$ cat src/hdl/esrp_pkg.sv
package esrp_pkg;

  // Parse phases
  localparam logic [2:0] PH_HEAD  = 3'd0;
  localparam logic [2:0] PH_PAGE  = 3'd1;
  localparam logic [2:0] PH_DESC  = 3'd2;
  localparam logic [2:0] PH_SKIP  = 3'd3;
  localparam logic [2:0] PH_DRAIN = 3'd4;

  // Result kinds
  localparam logic [2:0] KIND_SLOT   = 3'd0;
  localparam logic [2:0] KIND_PORTAL = 3'd1;
  localparam logic [2:0] KIND_DRIVE  = 3'd2;
  localparam logic [2:0] KIND_OK     = 3'd3;
  localparam logic [2:0] KIND_SHORT  = 3'd4;
  localparam logic [2:0] KIND_TRUNC  = 3'd5;

  // Element type codes in the page header
  localparam logic [7:0] ELEM_STORAGE = 8'd2;
  localparam logic [7:0] ELEM_PORTAL  = 8'd3;
  localparam logic [7:0] ELEM_DRIVE   = 8'd4;

  localparam int TAG_MAX       = 32;
  localparam int TAG_FIRST     = 12;
  localparam int TAG_LAST_EXCL = 44;
  localparam int TAG_MIN_DLEN  = 48;
  localparam int HDR_BYTES     = 8;

  typedef struct packed {
    logic [2:0]           kind;
    logic [15:0]          element_address;
    logic [15:0]          logical_number;
    logic                 full_res;
    logic [15:0]          source_address;
    logic [15:0]          source_slot;
    logic [5:0]           tag_length;
    logic [TAG_MAX*8-1:0] tag_bits;   // byte 0 in the top bits
    logic                 end_of_run;
  } result_t;

endpackage

$ cat src/hdl/esrp_if.sv
interface esrp_in_if;
  logic       valid;
  logic       ready;
  logic [7:0] data_byte;
  logic       last_byte;
  modport source (output valid, output data_byte, output last_byte, input ready);
  modport sink (input valid, input data_byte, input last_byte, output ready);
endinterface

interface esrp_out_if;
  logic        valid;
  logic        ready;
  logic [2:0]  kind;
  logic [15:0] element_address;
  logic [15:0] logical_number;
  logic        full_res;
  logic [15:0] source_address;
  logic [15:0] source_slot;
  logic [5:0]  tag_length;
  logic [63:0] tag_word_0;
  logic [63:0] tag_word_1;
  logic [63:0] tag_word_2;
  logic [63:0] tag_word_3;
  logic        end_of_run;
  modport source (output valid, output kind, output element_address, output logical_number,
                  output full_res, output source_address, output source_slot,
                  output tag_length, output tag_word_0, output tag_word_1,
                  output tag_word_2, output tag_word_3, output end_of_run, input ready);
  modport sink (input valid, input kind, input element_address, input logical_number,
                input full_res, input source_address, input source_slot,
                input tag_length, input tag_word_0, input tag_word_1,
                input tag_word_2, input tag_word_3, input end_of_run, output ready);
endinterface

$ cat src/hdl/element_status_response_parser.sv
// Element-status response parser: takes one response byte per cycle on in_ch and
// emits one record per storage, import/export or drive descriptor, then a final
// status (ok, too short, truncated) on the byte marked last_byte. Each byte is
// parsed in the cycle it is transferred; its results sit in a three-entry output
// queue, so the block sustains one byte per cycle while out_ch keeps up. in_ch
// ready drops while two or more results wait, as happens after the last byte of a
// response when that byte yields both a record and its status.
module element_status_response_parser #(
  parameter int TAG_BYTES = 32
) (
  input  logic        clk,
  input  logic        rst_n,
  esrp_in_if.sink     in_ch,
  esrp_out_if.source  out_ch
);

  logic              in_accept;
  logic [1:0]        push_n;
  logic [1:0]        q_count;
  esrp_pkg::result_t res0, res1, head;

  assign in_ch.ready = (q_count <= 2'd1);
  assign in_accept   = in_ch.valid && in_ch.ready;

  esrp_parser #(.TAG_BYTES(TAG_BYTES)) u_parser (
    .clk       (clk),
    .rst_n     (rst_n),
    .accept    (in_accept),
    .data_byte (in_ch.data_byte),
    .last_byte (in_ch.last_byte),
    .push_n    (push_n),
    .res0      (res0),
    .res1      (res1)
  );

  esrp_out_queue u_queue (
    .clk    (clk),
    .rst_n  (rst_n),
    .push_n (push_n),
    .res0   (res0),
    .res1   (res1),
    .pop    (out_ch.valid && out_ch.ready),
    .head   (head),
    .count  (q_count)
  );

  // result channel
  assign out_ch.valid           = (q_count != 2'd0);
  assign out_ch.kind            = head.kind;
  assign out_ch.element_address = head.element_address;
  assign out_ch.logical_number  = head.logical_number;
  assign out_ch.full_res        = head.full_res;
  assign out_ch.source_address  = head.source_address;
  assign out_ch.source_slot     = head.source_slot;
  assign out_ch.tag_length      = head.tag_length;
  assign out_ch.tag_word_0      = head.tag_bits[255:192];
  assign out_ch.tag_word_1      = head.tag_bits[191:128];
  assign out_ch.tag_word_2      = head.tag_bits[127:64];
  assign out_ch.tag_word_3      = head.tag_bits[63:0];
  assign out_ch.end_of_run      = head.end_of_run;

  // a last byte always leaves a status waiting
  a_last_gives_result: assert property (@(posedge clk) disable iff (!rst_n)
    in_accept && in_ch.last_byte |=> out_ch.valid)
    else $error("no result after last byte");

  // queue never overflows
  a_no_overflow: assert property (@(posedge clk) disable iff (!rst_n)
    in_accept |-> (q_count <= 2'd1) && (push_n != 2'd3))
    else $error("result queue overflow");

  // status results carry end_of_run
  a_status_eor: assert property (@(posedge clk) disable iff (!rst_n)
    out_ch.valid && (out_ch.kind == esrp_pkg::KIND_OK || out_ch.kind == esrp_pkg::KIND_SHORT
    || out_ch.kind == esrp_pkg::KIND_TRUNC) |-> out_ch.end_of_run)
    else $error("status without end_of_run");

endmodule

$ cat src/hdl/esrp_parser.sv
module esrp_parser #(
  parameter int TAG_BYTES = 32
) (
  input  logic                clk,
  input  logic                rst_n,
  input  logic                accept,
  input  logic [7:0]          data_byte,
  input  logic                last_byte,
  output logic [1:0]          push_n,
  output esrp_pkg::result_t   res0,
  output esrp_pkg::result_t   res1
);

  localparam int TAG_MAX_BITS = esrp_pkg::TAG_MAX * 8;

  logic [2:0]  phase_r, phase_nxt;
  logic [24:0] cnt_r, cnt_nxt;
  logic [23:0] body_r, body_nxt;
  logic [23:0] pr_r, pr_nxt;
  logic [7:0]  pkind_r, pkind_nxt;
  logic        tags_r, tags_nxt;
  logic [15:0] dl_r, dl_nxt;
  logic [15:0] dc_r, dc_nxt;
  logic [15:0] addr_r, addr_nxt;
  logic        full_r, full_nxt;
  logic        sv_r, sv_nxt;
  logic [15:0] src_r, src_nxt;
  logic [TAG_BYTES*8-1:0] tag_r, tag_nxt;
  logic [5:0]  tend_r, tend_nxt;
  logic [15:0] fslot_r, fslot_nxt;
  logic [15:0] fport_r, fport_nxt;
  logic [15:0] fdrive_r, fdrive_nxt;
  logic [2:0]  seen_r, seen_nxt;

  esrp_pkg::result_t rec, st;
  logic        rec_valid;
  logic [24:0] cnt_inc, body_end, left, end_chk;
  logic [16:0] dc_inc;
  logic [23:0] pr_dec;
  logic [15:0] tidx, srcv, logical, slot;
  logic [TAG_MAX_BITS-1:0] tag_full;

  // Phase after a header or descriptor: next descriptor, skip, or next page
  function automatic logic [2:0] next_in_page(input logic [23:0] pr, input logic [15:0] dl);
    logic [2:0] ph;
    if (pr == '0) ph = esrp_pkg::PH_PAGE;
    else if (pr >= {8'h00, dl}) ph = esrp_pkg::PH_DESC;
    else ph = esrp_pkg::PH_SKIP;
    return ph;
  endfunction

  // Per-byte parse
  always_comb begin
    phase_nxt = phase_r; cnt_nxt = cnt_r; body_nxt = body_r; pr_nxt = pr_r;
    pkind_nxt = pkind_r; tags_nxt = tags_r; dl_nxt = dl_r; dc_nxt = dc_r;
    addr_nxt = addr_r; full_nxt = full_r; sv_nxt = sv_r; src_nxt = src_r;
    tag_nxt = tag_r; tend_nxt = tend_r; fslot_nxt = fslot_r; fport_nxt = fport_r;
    fdrive_nxt = fdrive_r; seen_nxt = seen_r;
    rec = '0; st = '0; rec_valid = 1'b0;
    cnt_inc  = cnt_r + 25'd1;
    body_end = 25'(esrp_pkg::HDR_BYTES) + {1'b0, body_r};
    left     = body_end - cnt_inc;
    dc_inc   = {1'b0, dc_r} + 17'd1;
    pr_dec   = pr_r - 24'd1;
    tidx     = dc_r - 16'(esrp_pkg::TAG_FIRST);
    srcv = '0; logical = '0; slot = '0; tag_full = '0; end_chk = '0;

    if (accept) begin
      if (phase_r == esrp_pkg::PH_HEAD) begin
        if (cnt_r >= 25'd5) body_nxt = {body_r[15:0], data_byte};
        cnt_nxt = cnt_inc;
        if (cnt_inc >= 25'(esrp_pkg::HDR_BYTES)) begin
          dc_nxt = '0;
          phase_nxt = (body_nxt == '0) ? esrp_pkg::PH_DRAIN : esrp_pkg::PH_PAGE;
        end
      end else if (phase_r != esrp_pkg::PH_DRAIN) begin
        cnt_nxt = cnt_inc;
        case (phase_r)
          esrp_pkg::PH_PAGE: begin
            case (dc_r)
              16'd0: pkind_nxt = data_byte;
              16'd1: tags_nxt = data_byte[7];
              16'd2: dl_nxt = {data_byte, 8'h00};
              16'd3: dl_nxt = {dl_r[15:8], data_byte};
              16'd4: ;
              16'd5: pr_nxt = {16'h0000, data_byte};
              default: pr_nxt = {pr_r[15:0], data_byte};
            endcase
            dc_nxt = dc_inc[15:0];
            if (dc_r == 16'd7) begin
              dc_nxt = '0;
              if (dl_nxt != '0 && pr_nxt != '0) begin
                if ({1'b0, pr_nxt} > left) pr_nxt = left[23:0];
                phase_nxt = next_in_page(pr_nxt, dl_nxt);
              end
            end
          end
          esrp_pkg::PH_DESC: begin
            // field capture
            if (dc_r == '0) begin
              full_nxt = 1'b0; sv_nxt = 1'b0; src_nxt = '0; tend_nxt = '0;
            end
            case (dc_r)
              16'd0:  addr_nxt = {data_byte, 8'h00};
              16'd1:  addr_nxt = {addr_r[15:8], data_byte};
              16'd2:  full_nxt = data_byte[0];
              16'd9:  sv_nxt = data_byte[7];
              16'd10: src_nxt = {data_byte, 8'h00};
              16'd11: src_nxt = {src_r[15:8], data_byte};
              default: begin
                if (dc_r >= 16'(esrp_pkg::TAG_FIRST) && dc_r < 16'(esrp_pkg::TAG_LAST_EXCL)
                    && tags_r && dl_r >= 16'(esrp_pkg::TAG_MIN_DLEN)
                    && tidx < 16'(TAG_BYTES)) begin
                  for (int i = 0; i < TAG_BYTES; i++) begin
                    if (tidx == 16'(i)) tag_nxt[(TAG_BYTES-i)*8-1 -: 8] = data_byte;
                  end
                  if (data_byte != 8'h20 && data_byte != 8'h00) tend_nxt = 6'(tidx + 16'd1);
                end
              end
            endcase
            dc_nxt = dc_inc[15:0];
            pr_nxt = pr_dec;
            if (dc_inc >= {1'b0, dl_r}) begin
              dc_nxt = '0;
              phase_nxt = next_in_page(pr_dec, dl_r);
              // record build
              srcv = sv_nxt ? src_nxt : 16'h0000;
              case (pkind_r)
                esrp_pkg::ELEM_STORAGE: begin
                  if (!seen_r[0]) begin fslot_nxt = addr_nxt; seen_nxt[0] = 1'b1; end
                  rec_valid = 1'b1; rec.kind = esrp_pkg::KIND_SLOT;
                  logical = addr_nxt - fslot_nxt + 16'd1;
                end
                esrp_pkg::ELEM_PORTAL: begin
                  if (!seen_r[1]) begin fport_nxt = addr_nxt; seen_nxt[1] = 1'b1; end
                  rec_valid = 1'b1; rec.kind = esrp_pkg::KIND_PORTAL;
                  logical = addr_nxt - fport_nxt + 16'd1;
                end
                esrp_pkg::ELEM_DRIVE: begin
                  if (!seen_r[2]) begin fdrive_nxt = addr_nxt; seen_nxt[2] = 1'b1; end
                  rec_valid = 1'b1; rec.kind = esrp_pkg::KIND_DRIVE;
                  logical = addr_nxt - fdrive_nxt;
                  if (full_nxt && sv_nxt && seen_r[0] && srcv >= fslot_r)
                    slot = srcv - fslot_r + 16'd1;
                end
                default: ;
              endcase
              tag_full[TAG_MAX_BITS-1 -: TAG_BYTES*8] = tag_nxt;
              for (int j = 0; j < esrp_pkg::TAG_MAX; j++) begin
                if (6'(j) >= tend_nxt) tag_full[(esrp_pkg::TAG_MAX-j)*8-1 -: 8] = 8'h00;
              end
              rec.element_address = addr_nxt;
              rec.logical_number  = logical;
              rec.full_res        = full_nxt;
              rec.source_address  = srcv;
              rec.source_slot     = slot;
              rec.tag_length      = tend_nxt;
              rec.tag_bits        = tag_full;
              rec.end_of_run      = !last_byte;
            end
          end
          default: begin
            if (pr_r != '0) pr_nxt = pr_dec;
            if (pr_nxt == '0) begin dc_nxt = '0; phase_nxt = esrp_pkg::PH_PAGE; end
          end
        endcase
        if (cnt_inc >= body_end) phase_nxt = esrp_pkg::PH_DRAIN;
      end

      // final status, then back to reset state
      if (last_byte) begin
        end_chk = 25'(esrp_pkg::HDR_BYTES) + {1'b0, body_nxt};
        if (phase_nxt == esrp_pkg::PH_HEAD) st.kind = esrp_pkg::KIND_SHORT;
        else if (cnt_nxt < end_chk) st.kind = esrp_pkg::KIND_TRUNC;
        else st.kind = esrp_pkg::KIND_OK;
        st.end_of_run = 1'b1;
        phase_nxt = esrp_pkg::PH_HEAD; cnt_nxt = '0; body_nxt = '0; pr_nxt = '0;
        pkind_nxt = '0; tags_nxt = 1'b0; dl_nxt = '0; dc_nxt = '0; addr_nxt = '0;
        full_nxt = 1'b0; sv_nxt = 1'b0; src_nxt = '0; tend_nxt = '0;
        fslot_nxt = '0; fport_nxt = '0; fdrive_nxt = '0; seen_nxt = '0;
      end
    end
  end

  // results handed to the queue
  always_comb begin
    push_n = 2'({1'b0, rec_valid} + {1'b0, accept & last_byte});
    res0 = rec_valid ? rec : st;
    res1 = st;
  end

  always_ff @(posedge clk) begin
    if (!rst_n) begin
      phase_r <= esrp_pkg::PH_HEAD; cnt_r <= '0; body_r <= '0; pr_r <= '0;
      pkind_r <= '0; tags_r <= 1'b0; dl_r <= '0; dc_r <= '0; addr_r <= '0;
      full_r <= 1'b0; sv_r <= 1'b0; src_r <= '0; tend_r <= '0;
      fslot_r <= '0; fport_r <= '0; fdrive_r <= '0; seen_r <= '0;
    end else begin
      phase_r <= phase_nxt; cnt_r <= cnt_nxt; body_r <= body_nxt; pr_r <= pr_nxt;
      pkind_r <= pkind_nxt; tags_r <= tags_nxt; dl_r <= dl_nxt; dc_r <= dc_nxt;
      addr_r <= addr_nxt; full_r <= full_nxt; sv_r <= sv_nxt; src_r <= src_nxt;
      tend_r <= tend_nxt; fslot_r <= fslot_nxt; fport_r <= fport_nxt;
      fdrive_r <= fdrive_nxt; seen_r <= seen_nxt;
    end
  end

  // tag bytes: masked by tag length on output, no reset needed
  always_ff @(posedge clk) begin
    tag_r <= tag_nxt;
  end

endmodule

$ cat src/hdl/esrp_out_queue.sv
module esrp_out_queue (
  input  logic              clk,
  input  logic              rst_n,
  input  logic [1:0]        push_n,
  input  esrp_pkg::result_t res0,
  input  esrp_pkg::result_t res1,
  input  logic              pop,
  output esrp_pkg::result_t head,
  output logic [1:0]        count
);

  esrp_pkg::result_t q_r [3];
  esrp_pkg::result_t q_nxt [3];
  logic [1:0] cnt_r, cnt_nxt, base;

  // shift out the head on a transfer, append new results behind
  always_comb begin
    base = cnt_r - {1'b0, pop};
    q_nxt[0] = pop ? q_r[1] : q_r[0];
    q_nxt[1] = pop ? q_r[2] : q_r[1];
    q_nxt[2] = q_r[2];
    for (int i = 0; i < 3; i++) begin
      if (push_n != 2'd0 && base == 2'(i)) q_nxt[i] = res0;
      if (push_n == 2'd2 && base + 2'd1 == 2'(i)) q_nxt[i] = res1;
    end
    cnt_nxt = base + push_n;
  end

  always_ff @(posedge clk) begin
    if (!rst_n) begin
      cnt_r <= '0;
    end else begin
      cnt_r <= cnt_nxt;
    end
  end

  always_ff @(posedge clk) begin
    for (int i = 0; i < 3; i++) q_r[i] <= q_nxt[i];
  end

  assign head  = q_r[0];
  assign count = cnt_r;

endmodule

$ cat src/flat_wrapper.sv
// flat-port wrapper written by rule: the top's interface ports become plain ports
module element_status_response_parser_flat 
#(
  parameter int TAG_BYTES = 32
)
  (clk, rst_n, in_ch_valid, in_ch_data_byte, in_ch_last_byte, in_ch_ready, out_ch_valid, out_ch_kind, out_ch_element_address, out_ch_logical_number, out_ch_full_res, out_ch_source_address, out_ch_source_slot, out_ch_tag_length, out_ch_tag_word_0, out_ch_tag_word_1, out_ch_tag_word_2, out_ch_tag_word_3, out_ch_end_of_run, out_ch_ready);
  esrp_in_if in_ch_i ();
  esrp_out_if out_ch_i ();
  input  logic clk;
  input  logic rst_n;
  input wire logic [$bits(in_ch_i.valid)-1:0] in_ch_valid;
  input wire logic [$bits(in_ch_i.data_byte)-1:0] in_ch_data_byte;
  input wire logic [$bits(in_ch_i.last_byte)-1:0] in_ch_last_byte;
  output wire logic [$bits(in_ch_i.ready)-1:0] in_ch_ready;
  output wire logic [$bits(out_ch_i.valid)-1:0] out_ch_valid;
  output wire logic [$bits(out_ch_i.kind)-1:0] out_ch_kind;
  output wire logic [$bits(out_ch_i.element_address)-1:0] out_ch_element_address;
  output wire logic [$bits(out_ch_i.logical_number)-1:0] out_ch_logical_number;
  output wire logic [$bits(out_ch_i.full_res)-1:0] out_ch_full_res;
  output wire logic [$bits(out_ch_i.source_address)-1:0] out_ch_source_address;
  output wire logic [$bits(out_ch_i.source_slot)-1:0] out_ch_source_slot;
  output wire logic [$bits(out_ch_i.tag_length)-1:0] out_ch_tag_length;
  output wire logic [$bits(out_ch_i.tag_word_0)-1:0] out_ch_tag_word_0;
  output wire logic [$bits(out_ch_i.tag_word_1)-1:0] out_ch_tag_word_1;
  output wire logic [$bits(out_ch_i.tag_word_2)-1:0] out_ch_tag_word_2;
  output wire logic [$bits(out_ch_i.tag_word_3)-1:0] out_ch_tag_word_3;
  output wire logic [$bits(out_ch_i.end_of_run)-1:0] out_ch_end_of_run;
  input wire logic [$bits(out_ch_i.ready)-1:0] out_ch_ready;
  assign in_ch_i.valid = in_ch_valid;
  assign in_ch_i.data_byte = in_ch_data_byte;
  assign in_ch_i.last_byte = in_ch_last_byte;
  assign in_ch_ready = in_ch_i.ready;
  assign out_ch_valid = out_ch_i.valid;
  assign out_ch_kind = out_ch_i.kind;
  assign out_ch_element_address = out_ch_i.element_address;
  assign out_ch_logical_number = out_ch_i.logical_number;
  assign out_ch_full_res = out_ch_i.full_res;
  assign out_ch_source_address = out_ch_i.source_address;
  assign out_ch_source_slot = out_ch_i.source_slot;
  assign out_ch_tag_length = out_ch_i.tag_length;
  assign out_ch_tag_word_0 = out_ch_i.tag_word_0;
  assign out_ch_tag_word_1 = out_ch_i.tag_word_1;
  assign out_ch_tag_word_2 = out_ch_i.tag_word_2;
  assign out_ch_tag_word_3 = out_ch_i.tag_word_3;
  assign out_ch_end_of_run = out_ch_i.end_of_run;
  assign out_ch_i.ready = out_ch_ready;
  element_status_response_parser #(.TAG_BYTES(TAG_BYTES)) u_core (.clk(clk), .rst_n(rst_n), .in_ch(in_ch_i), .out_ch(out_ch_i));
endmodule
$ cat config.mk
export PLATFORM = sky130hd
export DESIGN_NAME = element_status_response_parser_flat
export DESIGN_NICKNAME = d
export VERILOG_FILES = /design/src/hdl/esrp_pkg.sv /design/src/hdl/esrp_if.sv /design/src/hdl/element_status_response_parser.sv /design/src/hdl/esrp_parser.sv /design/src/hdl/esrp_out_queue.sv /design/src/flat_wrapper.sv
export SDC_FILE = /design/constraint.sdc
export NUM_CORES = 2
export LEC_CHECK = 0
export BUFFER_PORTS_ARGS = -buffer_cell sky130_fd_sc_hd__buf_2
export CORE_UTILIZATION = 59
export CTS_CLUSTER_DIAMETER = 100
export DETAILED_ROUTE_END_ITERATION = 8
export PLACE_DENSITY = 0.74
export SYNTH_ARGS = -nofsm -noshare
export SYNTH_HDL_FRONTEND = slang
export SYNTH_SLANG_ARGS = --single-unit
export TNS_END_PERCENT = 100
$ cat constraint.sdc
create_clock -name clk -period 17.45 [get_ports clk]
set_clock_uncertainty 0.15 [all_clocks]
set_input_delay 0.8725 -clock clk [delete_from_list [all_inputs] [get_ports clk]]
set_output_delay 0.8725 -clock clk [all_outputs]
set_load 0.01 [all_outputs]
==> flow_summary.json <==
{
  "status": "finished, final reports clean",
  "synth_xor_area_share_pct": 2.269,
  "syn_nets": 9317,
  "critical_path.slowest_cell": "dfxtp_1",
  "max-vdd-ir-drop_uv": 137.2,
  "synth_area_leaders": "dfxtp_1 31%, edfxtp_1 11%, nand2_1 9.6%, a311oi_1 5.4%, ha_1 4.0%",
  "synth_mux_area_share_pct": 4.116,
  "cp-end-kind": "flip-flop",
  "cts_tree": "done",
  "relSlewSlack_pct": 7.883,
  "max-cap-violations": 0,
  "synth_commonest_cells": "1946 x nand2_1, 1191 x dfxtp_1, 719 x nor2_1",
  "synth_cells": 9047,
  "reg2reg_from": "u_core.u_parser.cnt_r[0]",
  "cts_max_path_buffers": 3,
  "rsz0062_at_grt": "no",
  "place_area_mm2": 0.07546,
  "synth_top_family_by_area": "compound AO/OA/AOI/OAI gates",
  "synth-main-ff-cell": "dfxtp_1",
  "synth_compound_area_share_pct": 19.89,
  "syn_area_per_cell_um2": 8.406,
  "yosysWarnings": 0,
  "worstPathRequired_ns": 18.05,
  "htreeDepth": 4,
  "drc": 0,
  "fp.coreArea_mm2": 0.1277,
  "finalHoldViolations": 0,
  "synth-async-reset-ratio_pct": 0,
  "instances_no_fill": 10377,
  "report.final.slew_viol_count": 0,
  "setup-tns-final_ns": 0,
  "synth_edf_count": 268,
  "fin_crit_ns": 8.819,
  "leakagePower_nw": 31.24,
  "dieArea_mm2": 0.1303,
  "die_y_um": 361.0,
  "syn_area_mm2": 0.07605,
  "ys_seq_area_share_pct": 41.93,
  "crit_fanout": 11,
  "stdcell_area_mm2": 0.08071,
  "drt_iter0_drc": 7570,
  "synthMostInstantiatedCell": "nand2_1",
  "cts_root_buffer": "clkbuf_16",
  "total_power_mw": 10.86,
  "initial_core_util_pct": 59.56,
  "syn_to_final_growth_pct": 6.130,
  "clock_latency_ns": 0.83,
  "arrival_ns": 9.41,
  "cts_made_buffers": 154,
  "powerDensity_mw_per_mm2": 134.5,
  "clk_pin_slew_worst_paths_ns": 0.07,
  "crit_path_max_incr_delay_ns": 0.55,
  "finalCritPeriodShare_pct": 50.54,
  "portBuffers": 345,
  "crit_type": "reg2reg",
  "drt_wl_total_mm": 244.3,
  "grt_use_total_pct": 36.24,
  "ys_seq_elements": 1459,
  "num_io_pins": 346,
  "layout-drive-gt1-share_pct": 10.72,
  "antenna_found_initial": 9,
  "cts.repair.resized": 0,
  "max_clock_freq_mhz": 113.4,
  "cts_hold_buf": 0,
  "dr_total_vias": 67489,
  "vias_per_cell": 6.504,
  "die_w_um": 361.0,
  "cp-startpoint": "u_core.u_parser.cnt_r[0]",
  "grt_max_degree": 214,
  "dpl.cell_count": 10088,
  "worstSetupStartpointType": "flip-flop",
  "synth_cell_types": 107,
  "gp_congestion": 0.9804,
  "min_from": "u_core.u_queue.q_r[0][772]",
  "yosysTopAreaCell": "dfxtp_1",
  "synth_adder_area_share_pct": 4.347,
  "tightest_slew_ns": 1.377,
  "yosysTopAreaCellShare_pct": 31.35,
  "std_cell_rows": 131,
  "hold_class": "reg2reg",
  "grt_pass1_vias": 63020,
  "cts.sinks": 1459,
  "wl_per_cell_um": 23.54,
  "dr.pass1.iters": 8,
  "num-nets-final": 8852,
  "drtAntennaViolNets": 0,
  "grt_overflow": 0,
  "setup_viol_count_final": 0,
  "whs_ns": 0.3017,
  "cts_setup_buffers": 0,
  "hpwl_mm": 153.7,
  "grt_pass1_wl_mm": 373.9,
  "synth_simple_gate_area_share_pct": 19.40
}
state kept, by name, indices dropped and copies added, names as in the netlist, 8 cells and up:
name,count
u_core.u_parser.dl_r,16
u_core.u_parser.body_r,24
u_core.u_parser.pr_r,24
u_core.u_parser.src_r,16
u_core.u_parser.fdrive_r,16
u_core.u_parser.cnt_r,25
u_core.u_parser.fport_r,16
u_core.u_queue.q_r,993
u_core.u_parser.dc_r,16
u_core.u_parser.fslot_r,16
u_core.u_parser.addr_r,16
u_core.u_parser.pkind_r,8
u_core.u_parser.tag_r,256
report_power, final:
group	leakage [nW]	internal [mW]	switching, mW	total [mW]
clock network	2.57	1.97	1.43	3.41
registers	11.9	4.16	0.484	4.65
logic	16.8	1.10	1.70	2.80
total	31.2	7.24	3.61	10.9
metrics by stage:
step                util [%]  setup slack, ns
finish                 63.21            8.631
global route           63.21            7.877
CTS                    63.21            8.729
detailed placement     59.10            8.762
global placement       59.10            8.989
floorplan                  -            1.359
logic make-up (layout without fill, tap and decap cells):
family | after synthesis | after routing
compound gates | 2132 | 2132
xor+xnor | 197 | 197
fa+ha+maj | 257 | 257
buf+inv | 1271 | 935
flops | 1459 | 1459
mux | 291 | 291
other cells | 0 | 4
simple gates | 3440 | 3440
worst max-delay path, delay by kind of cell (launching register included):
family / cells / cell delay [ns]
AO/OA/AOI/OAI: 18 / 3.68
XOR/XNOR: 2 / 0.43
adder cells (fa/ha/maj): 4 / 1.28
buffers and inverters: 1 / 0.10
flip-flops: 1 / 0.55
multiplexers: 1 / 0.51
AND/OR/NAND/NOR: 8 / 2.04
layer usage:
metal / global-route usage (%) / wire length, um / part of all wire, % / up-vias
met5: 0 / 75 / 0.031 / -
met4: 14.34 / 9621 / 3.9 / 12
met3: 6.723 / 21940 / 9.0 / 546
met2: 56.29 / 109500 / 45 / 3196
met1: 49.77 / 103200 / 42 / 32911
li1: - / - / - / 30824
placed cells by master, fill, tap and decap left out, types with 132 or more instances in the layout:
master     instances
a211oi_1         170
a21oi_1          535
a22o_1           190
a22oi_1          132
a311oi_1         471
and3_1           181
buf_2            345
clkbuf_16        159
dfxtp_1         1191
edfxtp_1         268
ha_1             245
inv_1            197
mux2_2           143
mux2i_1          143
nand2_1         1943
nand3_1          147
nor2_1           710
o21ai_0          257
layout make-up:
type                    instances  area, um2
clock buffers                 220       4468
diodes                          4      10.01
clock inverters                65      772.0
multi-input cells            6317      38160
flip-flops and latches       1459      31890
well taps                    1662       2079
inverters                     205      780.7
fillers                     10905      46970
repair buffers                445       2552
path summary, 6_finish.rpt:
path                                                    to  depth (start not counted)  slack (ns)
worst max-delay path            u_core.u_parser.phase_r[0]                         34        8.63
worst min-delay path            u_core.u_queue.q_r[0][772]                          2        0.30
worst max register to register  u_core.u_parser.phase_r[0]                         34        8.63
worst min register to register  u_core.u_queue.q_r[0][772]                          2        0.30
(Power assumes the default switching activity.)
